<file path="src/hw/rtl/instruction_decode_and_immediate_macros.svh">
// Assertion macros shared by the instruction decode RTL.
// Depends on nothing; included by the files that carry assertions.
`ifndef INSTRUCTION_DECODE_AND_IMMEDIATE_MACROS_SVH
`define INSTRUCTION_DECODE_AND_IMMEDIATE_MACROS_SVH

// Same-cycle implication, disabled while reset is asserted.
`define IDI_ASSERT_NOW(label, clk, rst_n, ante, cons) \
    label: assert property (@(posedge clk) disable iff (!rst_n) (ante) |-> (cons)) \
        else $error("instruction decode: same-cycle check failed");

// Next-cycle implication, disabled while reset is asserted.
`define IDI_ASSERT_NEXT(label, clk, rst_n, ante, cons) \
    label: assert property (@(posedge clk) disable iff (!rst_n) (ante) |=> (cons)) \
        else $error("instruction decode: next-cycle check failed");

`endif

</file>
<file path="src/hw/rtl/idi_pkg.sv">
// Shared opcodes, codes and the decoded-word struct for the instruction decoder.
// Depends on nothing; used by idi_decode and instruction_decode_and_immediate.
package idi_pkg;

    localparam int unsigned XLEN = 32;

    localparam logic [6:0] OPC_R     = 7'h33;
    localparam logic [6:0] OPC_I     = 7'h13;
    localparam logic [6:0] OPC_S     = 7'h23;
    localparam logic [6:0] OPC_B     = 7'h63;
    localparam logic [6:0] OPC_LOAD  = 7'h03;
    localparam logic [6:0] OPC_JAL   = 7'h6F;
    localparam logic [6:0] OPC_JALR  = 7'h67;
    localparam logic [6:0] OPC_LUI   = 7'h37;
    localparam logic [6:0] OPC_AUIPC = 7'h17;
    localparam logic [6:0] OPC_SYS   = 7'h73;

    localparam logic [1:0] MEM_NONE  = 2'd0;
    localparam logic [1:0] MEM_LOAD  = 2'd1;
    localparam logic [1:0] MEM_STORE = 2'd2;

    localparam logic [2:0] ALU_MEXT   = 3'd0;
    localparam logic [2:0] ALU_R      = 3'd1;
    localparam logic [2:0] ALU_I      = 3'd2;
    localparam logic [2:0] ALU_BRANCH = 3'd3;
    localparam logic [2:0] ALU_LUI    = 3'd4;
    localparam logic [2:0] ALU_AUIPC  = 3'd5;
    localparam logic [2:0] ALU_MEM    = 3'd6;

    typedef struct packed {
        logic [XLEN-1:0] immediate;
        logic            reg_write;
        logic            alu_source_imm;
        logic [1:0]      mem_op;
        logic            branch;
        logic            jump;
        logic            is_auipc;
        logic            is_lui;
        logic [2:0]      alu_class;
        logic [1:0]      access_size;
        logic            sign_extend;
        logic            halt;
    } dec_t;

endpackage

</file>
<file path="src/hw/rtl/idi_decode.sv">
// Combinational decode of one RV32IM instruction word into control and immediate.
// Depends on idi_pkg for opcodes, codes and the dec_t struct.
module idi_decode
(
    input  logic [idi_pkg::XLEN-1:0] instruction,
    output idi_pkg::dec_t            dec
);

    logic [idi_pkg::XLEN-1:0] w;

    assign w = instruction;

    always_comb
    begin
        dec             = '0;
        dec.alu_class   = idi_pkg::ALU_MEM;
        // Size and extension come straight from funct3 whatever the opcode.
        dec.access_size = w[13:12];
        dec.sign_extend = ~w[14];
        case (w[6:0])
            idi_pkg::OPC_R:
            begin
                dec.reg_write = 1'b1;
                dec.alu_class = w[25] ? idi_pkg::ALU_MEXT : idi_pkg::ALU_R;
            end
            idi_pkg::OPC_I:
            begin
                dec.immediate      = {{20{w[31]}}, w[31:20]};
                dec.reg_write      = 1'b1;
                dec.alu_source_imm = 1'b1;
                dec.alu_class      = idi_pkg::ALU_I;
            end
            idi_pkg::OPC_LOAD:
            begin
                dec.immediate      = {{20{w[31]}}, w[31:20]};
                dec.reg_write      = 1'b1;
                dec.alu_source_imm = 1'b1;
                dec.mem_op         = idi_pkg::MEM_LOAD;
            end
            idi_pkg::OPC_JALR:
            begin
                dec.immediate = {{20{w[31]}}, w[31:20]};
                dec.reg_write = 1'b1;
                dec.branch    = 1'b1;
                dec.alu_class = idi_pkg::ALU_BRANCH;
            end
            idi_pkg::OPC_S:
            begin
                dec.immediate      = {{20{w[31]}}, w[31:25], w[11:7]};
                dec.alu_source_imm = 1'b1;
                dec.mem_op         = idi_pkg::MEM_STORE;
            end
            idi_pkg::OPC_B:
            begin
                dec.immediate = {{19{w[31]}}, w[31], w[7], w[30:25], w[11:8], 1'b0};
                dec.branch    = 1'b1;
                dec.alu_class = idi_pkg::ALU_BRANCH;
            end
            idi_pkg::OPC_JAL:
            begin
                dec.immediate = {{11{w[31]}}, w[31], w[19:12], w[20], w[30:21], 1'b0};
                dec.reg_write = 1'b1;
                dec.branch    = 1'b1;
                dec.jump      = 1'b1;
                dec.alu_class = idi_pkg::ALU_BRANCH;
            end
            idi_pkg::OPC_LUI:
            begin
                dec.immediate      = {w[31:12], 12'h000};
                dec.reg_write      = 1'b1;
                dec.alu_source_imm = 1'b1;
                dec.is_lui         = 1'b1;
                dec.alu_class      = idi_pkg::ALU_LUI;
            end
            idi_pkg::OPC_AUIPC:
            begin
                dec.immediate      = {w[31:12], 12'h000};
                dec.reg_write      = 1'b1;
                dec.alu_source_imm = 1'b1;
                dec.is_auipc       = 1'b1;
                dec.alu_class      = idi_pkg::ALU_AUIPC;
            end
            idi_pkg::OPC_SYS:
            begin
                dec.halt = 1'b1;
            end
            default:
            begin
                dec.halt = 1'b0;
            end
        endcase
    end

endmodule

</file>
<file path="src/hw/rtl/instruction_decode_and_immediate.sv">
// RV32IM instruction decoder with immediate generation. Each instruction word
// accepted on the input is registered, decoded in one pass and held in a result
// register, and a new word is taken every
// cycle while the output is not stalled. The input stall follows the output
// stall only when both registers are full; a waiting result never blocks the
// input register from filling.
// Depends on idi_pkg, idi_decode and instruction_decode_and_immediate_macros.svh.
`include "instruction_decode_and_immediate_macros.svh"

module instruction_decode_and_immediate
(
    input  logic                     clk,
    input  logic                     rst_n,
    input  logic                     in_valid,
    output logic                     in_stall,
    input  logic [idi_pkg::XLEN-1:0] instruction,
    output logic                     out_valid,
    input  logic                     out_stall,
    output logic [idi_pkg::XLEN-1:0] immediate,
    output logic                     reg_write,
    output logic                     alu_source_imm,
    output logic [1:0]               mem_op,
    output logic                     branch,
    output logic                     jump,
    output logic                     is_auipc,
    output logic                     is_lui,
    output logic [2:0]               alu_class,
    output logic [1:0]               access_size,
    output logic                     sign_extend,
    output logic                     halt
);

    logic                     in_valid_reg;
    logic [idi_pkg::XLEN-1:0] instr_reg;
    logic                     out_valid_reg;
    idi_pkg::dec_t            result_reg;
    idi_pkg::dec_t            dec_next;
    logic                     adv_out;
    logic                     adv_in;
    logic                     in_take;

    // A stage may load when it is empty or its contents move on this cycle.
    assign adv_out  = !out_valid_reg || !out_stall;
    assign adv_in   = !in_valid_reg || adv_out;
    assign in_stall = !adv_in;
    assign in_take  = in_valid && adv_in;

    idi_decode u_decode
    (
        .instruction (instr_reg),
        .dec         (dec_next)
    );

    always_ff @(posedge clk or negedge rst_n)
    begin
        if (!rst_n)
        begin
            in_valid_reg  <= 1'b0;
            out_valid_reg <= 1'b0;
        end
        else
        begin
            if (adv_in)
            begin
                in_valid_reg <= in_valid;
            end
            if (adv_out)
            begin
                out_valid_reg <= in_valid_reg;
            end
        end
    end

    always_ff @(posedge clk)
    begin
        if (in_take)
        begin
            instr_reg <= instruction;
        end
        if (adv_out && in_valid_reg)
        begin
            result_reg <= dec_next;
        end
    end

    assign out_valid      = out_valid_reg;
    assign immediate      = result_reg.immediate;
    assign reg_write      = result_reg.reg_write;
    assign alu_source_imm = result_reg.alu_source_imm;
    assign mem_op         = result_reg.mem_op;
    assign branch         = result_reg.branch;
    assign jump           = result_reg.jump;
    assign is_auipc       = result_reg.is_auipc;
    assign is_lui         = result_reg.is_lui;
    assign alu_class      = result_reg.alu_class;
    assign access_size    = result_reg.access_size;
    assign sign_extend    = result_reg.sign_extend;
    assign halt           = result_reg.halt;

    // A halt word carries no immediate and touches neither registers nor memory.
    `IDI_ASSERT_NOW(a_halt_quiet, clk, rst_n, out_valid_reg && result_reg.halt,
        !result_reg.reg_write && result_reg.mem_op == idi_pkg::MEM_NONE
        && result_reg.immediate == '0)
    // Loads and stores always form their address from the immediate.
    `IDI_ASSERT_NOW(a_mem_uses_imm, clk, rst_n,
        out_valid_reg && result_reg.mem_op != idi_pkg::MEM_NONE,
        result_reg.alu_source_imm && result_reg.alu_class == idi_pkg::ALU_MEM)
    // A jump is also a branch that writes the link register.
    `IDI_ASSERT_NOW(a_jump_links, clk, rst_n, out_valid_reg && result_reg.jump,
        result_reg.branch && result_reg.reg_write && result_reg.immediate[0] == 1'b0)
    // An accepted word always lands in the input register.
    `IDI_ASSERT_NEXT(a_take_fills, clk, rst_n, in_valid && !in_stall, in_valid_reg)
    // A full input register with a free output moves into the result register.
    `IDI_ASSERT_NEXT(a_input_drains, clk, rst_n, in_valid_reg && adv_out, out_valid_reg)

endmodule
</file>
<file path="config.mk">
export PLATFORM = sky130hd
export DESIGN_NAME = instruction_decode_and_immediate
export DESIGN_NICKNAME = d
export VERILOG_FILES = /design/src/hw/rtl/idi_pkg.sv /design/src/hw/rtl/idi_decode.sv /design/src/hw/rtl/instruction_decode_and_immediate.sv
export VERILOG_INCLUDE_DIRS = /design/src /design/src/hw/rtl
export SDC_FILE = /design/constraint.sdc
export NUM_CORES = 1
export LEC_CHECK = 0
export ABC_AREA = 1
export ABC_CLOCK_PERIOD_IN_PS = 2900
export BUFFER_PORTS_ARGS = -buffer_cell sky130_fd_sc_hd__buf_2
export CAP_MARGIN = 25
export CORE_UTILIZATION = 40
export DETAILED_ROUTE_END_ITERATION = 10
export GPL_TIMING_DRIVEN = 0
export PLACE_DENSITY = 0.75
export SYNTH_ARGS = -nofsm -noshare
export SYNTH_HDL_FRONTEND = slang
export SYNTH_SLANG_ARGS = --single-unit
</file>
<file path="constraint.sdc">
create_clock -name clk -period 2.9 [get_ports clk]
set_input_delay 0.145 -clock clk [delete_from_list [all_inputs] [get_ports clk]]
set_output_delay 0.145 -clock clk [all_outputs]
set_load 0.01 [all_outputs]
</file>
==> impl_metrics.toml, run 1 <==
[cts]
cts_buffers = 9
cts_max_level = 3
cts.sinks = 81
clock_path_buffers = 2
path_clk_slew_ns = 0.08
cts_tree = "done"
clock_latency_ns = 0.35
clockRootBuffer = "clkbuf_8"

[routing]
drt_wl_total_mm = 5.61
via_count = 1957
avgViaCountPerCell = 4.27
drc = 0
drtPass1Iterations = 4
wl_per_cell_um = 12.2
drtIter0Drc = 69
ant_nets = 0

[die]
num_io_pins = 85
num_rows = 31
start_util_pct = 42.4
core_um2 = 7410
fp.dieH_um = 90.6
die_w_um = 90.6
die_area_um2 = 8210

[power_and_ir_drop]
pwr-share-seq_pct = 58.7
finalPower_mw = 2.45
switching_share_pct = 24.9
comb_power_share_pct = 11.0
powerDensity_nw_per_um2 = 576
netSwitchingPower_mw = 0.610
max-vdd-ir-drop_uv = 350
p_leak_nw = 1.97
clkPwrFrac_pct = 30.2
p_int_mw = 1.84

[sta]
min_period_ns = 1.81
max_slew_margin_pct = 44.6
finalCritPeriodShare_pct = 62.3
hold_viol = 0
drv_slew = 0
worst_slew_pin_slew_ns = 0.830
final-setup-viol-count = 0
rsz0062_at_grt = "no"
fin_skew_ns = 0.0122
tns_ns = 0
hold_ws_ns = 0.0365
max_freq_mhz = 553

[setup_path]
critPathMaxFanout = 17
crit_chain = "nand2_1 -> nor2_1 -> inv_1 -> nand2_1 -> inv_1 -> buf_16"
cp.required_ns = 2.96
max_stage_delay_ns = 0.55
crit_type = "reg -> reg"
arrival_ns = 1.87
cp.buffers_inverters = 3
end_kind = "flip-flop"
critPathTopFamily = "buffers and inverters"
cp-start-kind = "flip-flop"
cp_slowest_cell = "inv_1"

[finish]
fillerInstances = 622
stdcell_count = 458
final_nets = 390
area_delta_synth_final_pct = 35.6
drive_gt1_share_pct = 39.0
utilization_pct = 57.5
n_antenna_cell = 0

[hold_path]
holdCritPathClass = "in -> reg"

[global_routing]
grt_max_degree = 27
grt-ovfl-total = 0
antenna_found_initial = 0
grt_usage_pct = 15.1
grt_pass1_wl_mm = 9.29
grt_pass1_vias = 1982

[placement]
portBuffers = 84
place_inst = 409
gp_congestion = 0.784
place_hpwl_mm = 3.93

[synthesis]
yosys-top-cells-count = "79 x edfxtp_1, 51 x nand2_1, 23 x inv_1"
synth_edf_count = 79
syn-cell-area_um2 = 3140
synthMostInstantiatedCell = "edfxtp_1"
synth_nets = 260
syn_area_per_cell_um2 = 14.0
yosysTopAreaCell = "edfxtp_1"
yosys_warnings = 0
yosys-top-cells-area = "edfxtp_1 76%, nand2_1 6.1%, nand3_2 3.8%, nand2_2 3.4%, inv_1 2.7%"
ys.flop_type = "edfxtp_1"
synth_seq_cells = 81
yosysSeqAreaShare_pct = 77.1
synthArstFlopShare_pct = 2.47
synthDistinctLibCells = 18
yosysTopAreaCellShare_pct = 75.5
synthCells = 224

[flow_run]
max_cap_violations = 0

[run_status]
status = "finished, final reports clean"
[layer usage]
metal  part of all wire, %  track usage [%]
met1                    44             18.7
met2                    48             24.4
met3                   5.4             3.45
met4                   1.9             8.47
met5                     0                0
[power groups by stage]
| stage | sequential (mW) | combinational (mW) | clock [mW] |
|---|---|---|---|
| global placement | 1.47 | 0.212 | 0 |
| finish | 1.44 | 0.271 | 0.741 |
| floorplan | 1.50 | 0.0753 | 0 |
| global route | 1.45 | 0.294 | 0.814 |
| detailed placement | 1.47 | 0.240 | 0 |
| CTS | 1.44 | 0.275 | 0.757 |
[cells in the final DEF (no fill, tap or decap), types with 2 or more instances in the layout]
master,instances
buf_2,84
buf_16,2
inv_1,23
nand3_2,12
nor2_1,17
dlygate4sd3_1,33
inv_2,2
nand2_1,51
nand3_1,8
clkbuf_8,9
edfxtp_1,79
dfrtp_1,2
buf_6,3
clkinvlp_4,3
nor4_1,2
inv_6,3
nand2_2,17
[per-stage QoR]
step	setup slack, ns	cell area, um^2
after detailed placement	1.09	3750
after global routing	0.949	4260
after CTS	1.07	4260
after floorplan	0.651	3150
after global placement	0.189	3690
final	1.09	4260
[final timing paths]
kind                                from             end  slack, ns  depth (start not counted)
setup / recovery               out_valid   instr_reg[24]       1.09                          6
hold / removal                  in_valid    in_valid_reg       0.04                          3
setup reg to reg               out_valid   instr_reg[24]       1.09                          6
hold reg to reg            instr_reg[12]  access_size[0]       0.46                          0
max in group asynchronous          rst_n    in_valid_reg       2.70                          2
min in group asynchronous          rst_n       out_valid       0.11                          2
[cells by family after synthesis]
kind of cell | after synthesis | share of synthesized area, %
compound gates | 5 | 0.956
buf+inv | 28 | 4.06
flops | 81 | 77.1
simple gates | 110 | 17.9
[worst min-delay path, cell delays in order]
cell and delay, ns:
buf_2 0.07, nand2_1 0.07, nand2_1 0.06
[area by class of cell]
type | count | area [um^2] | area share (%)
Sequential cell | 81 | 2420 | 56.9
Clock buffer | 9 | 124 | 2.91
Buffer | 3 | 33.8 | 0.793
Inverter | 25 | 93.8 | 2.20
Multi-Input combinational cell | 115 | 603 | 14.2
Tap cell | 99 | 124 | 2.91
Clock inverter | 7 | 53.8 | 1.26
Timing Repair Buffer | 119 | 806 | 18.9
[repair_timing]
action                                 in CTS  in global routing
endpoints found under the hold margin      34                  0
resized for setup                           0                  0
buffers inserted                            0                  0
hold buffers                               33                  0
Note: power is estimated with default switching activity, not from simulation.
==> run 2: changes to the inputs <==
--- a/config.mk
+++ b/config.mk
@@ -7,7 +7,7 @@
 export NUM_CORES = 1
 export LEC_CHECK = 0
 export ABC_AREA = 1
-export ABC_CLOCK_PERIOD_IN_PS = 2900
+export ABC_CLOCK_PERIOD_IN_PS = 1500
 export BUFFER_PORTS_ARGS = -buffer_cell sky130_fd_sc_hd__buf_2
 export CAP_MARGIN = 25
 export CORE_UTILIZATION = 40
==> constraint.sdc (replaced) <==
create_clock -name clk -period 1.5 [get_ports clk]
set_input_delay 0.075 -clock clk [delete_from_list [all_inputs] [get_ports clk]]
set_output_delay 0.075 -clock clk [all_outputs]
set_load 0.01 [all_outputs]
==> run 2 against run 1 <==
Net effect: largest power group unchanged; wire length up 22%; clock-buffer cell count unchanged; the run now ends with negative setup slack left; fmax up 18%.
==> impl_metrics.toml, run 2 (synthesis gave the netlist of run 1 again) <==
[finish]
drive_gt1_share_pct = 47.6
n_antenna_cell = 0
area_delta_synth_final_pct = 47.3
final_common_cell = "buf_2"
most-common-layout-cells = "84 x buf_2, 79 x edfxtp_1, 45 x nand2_1"
final_nets = 409

[global_routing]
grt_pass1_vias = 2086
grt_pass1_wl_mm = 10.0
grt-ovfl-total = 0
grt_max_degree = 29
antenna_found_initial = 0
grt_usage_pct = 16.5

[power_and_ir_drop]
pwr-share-seq_pct = 55.9
switching_share_pct = 24.7
max-vdd-ir-drop_uv = 548
p_int_mw = 3.77
powerDensity_nw_per_um2 = 1080
netSwitchingPower_mw = 1.24
p_leak_nw = 2.19
clkPwrFrac_pct = 31.9
comb_power_share_pct = 12.2
finalPower_mw = 5.01

[setup_path]
max_stage_delay_ns = 0.46
end_kind = "flip-flop"
critPathMaxFanout = 5
crit_type = "reg -> reg"
arrival_ns = 1.76
cp.required_ns = 1.72
cp_slowest_cell = "edfxtp_1"
crit_chain = "buf_6 -> buf_6 -> nor2_4 -> nand3_4 -> nand2_4 -> nand2_4 -> clkbuf_16 -> nand3_2"
cp-start-kind = "flip-flop"

[flow_run]
max_cap_violations = 0

[routing]
drt_wl_total_mm = 6.87
wl_per_cell_um = 14.4
drtPass1Iterations = 5
avgViaCountPerCell = 4.58
via_count = 2183
ant_nets = 0
drtIter0Drc = 121
drc = 0

[cts]
path_clk_slew_ns = 0.08
clock_latency_ns = 0.35
clockRootBuffer = "clkbuf_8"
cts.sinks = 81
cts_buffers = 9
cts_max_level = 3
cts_tree = "done"
clock_path_buffers = 2

[sta]
min_period_ns = 1.54
rsz0062_at_grt = "yes"
finalCritPeriodShare_pct = 103
hold_viol = 0
max_freq_mhz = 650
worst_slew_pin_slew_ns = 0.662
fin_ws_ns = -0.0378
tns_ns = -0.214
drv_slew = 0
max_slew_margin_pct = 55.8
final-setup-viol-count = 9
fin_skew_ns = 0.0145

[die]
num_io_pins = 85
die_area_um2 = 8210
die_w_um = 90.6
num_rows = 31
core_um2 = 7410
fp.dieH_um = 90.6
start_util_pct = 42.4

[placement]
pre_cts_ws_ns = -0.350
portBuffers = 84
place_hpwl_mm = 3.85
gp_congestion = 0.832

[hold_path]
holdCritPathClass = "in -> reg"

[run_status]
status = "complete, but fails checks"
violations = "negative setup slack"
## run 2: changes by cell type in the layout (fill, tap and decap cells not counted), moves of 4 or more
| cell | before | now |
|---|---|---|
| nor2_1 | 17 | 12 |
| buf_4 | 0 | 11 |
| inv_2 | 2 | 6 |
| inv_1 | 23 | 18 |
| nand2_1 | 51 | 45 |
| nand2_2 | 17 | 11 |
| nor2_4 | 1 | 5 |
| nand2_4 | 0 | 12 |
| nand3_1 | 8 | 4 |
## run 2: per-stage QoR
stage	area [um^2]	hold slack (ns)	util, %	cells
after floorplan	3160	-0.221	-	224
after global placement	3710	-0.140	50.0	407
after detailed placement	3730	-0.137	50.3	408
after CTS	4330	0.0110	58.4	462
after global routing	4630	0.0160	62.5	477
final	4630	0.0188	62.5	477
## run 2: power by group through the flow
stage	clock network, mW	registers, mW	logic, mW
2_1_floorplan	0	2.91	0.154
3_3_place_gp	0	2.84	0.417
3_5_place_dp	0	2.84	0.447
4_1_cts	1.62	2.79	0.553
5_1_grt	1.70	2.82	0.660
6_report	1.60	2.80	0.613
## run 2: layout make-up
class	instances	area, um^2
fill	567	2780
tap	99	124
buffer	3	41.3
timing repair buffer	136	965
multi-input combinational	116	768
timing repair inverter	1	7.51
inverter	25	97.6
clock buffer	9	124
sequential	81	2420
clock inverter	7	77.6
## run 2: worst paths after layout
path	startpoint	end	cells past startpoint	slack [ns]
max reg2reg	instr_reg[5]	immediate[25]	8	-0.04
max in group asynchronous	rst_n	out_valid	2	1.36
min reg2reg	instr_reg[12]	access_size[0]	0	0.46
min in group asynchronous	rst_n	out_valid	2	0.03
max	instr_reg[5]	immediate[25]	8	-0.04
min	in_valid	in_valid_reg	3	0.02
## run 2: critical path, delay by kind of cell (launching register included)
family        cells  cell delay (ns)
buf+inv           3             0.45
simple gates      5             0.48
flops             1             0.46
## run 2: per-layer routing
| metal | vias up | global-route usage, % | wire, um |
|---|---|---|---|
| li1 | 1068 | - | - |
| met1 | 1012 | 19.2 | 2730 |
| met2 | 88 | 28.5 | 3630 |
| met3 | 15 | 4.38 | 375 |
| met4 | 0 | 6.99 | 133 |
| met5 | - | 0 | 0 |
## run 2: timing repair
item | in CTS | in global routing
setup buffers | 3 | 12
pin swaps | 1 | 0
gates cloned | 2 | 3
resized for setup | 4 | 40
hold endpoints to repair | 34 | 0
hold buffers | 33 | 0
setup endpoints to repair | 71 | 68
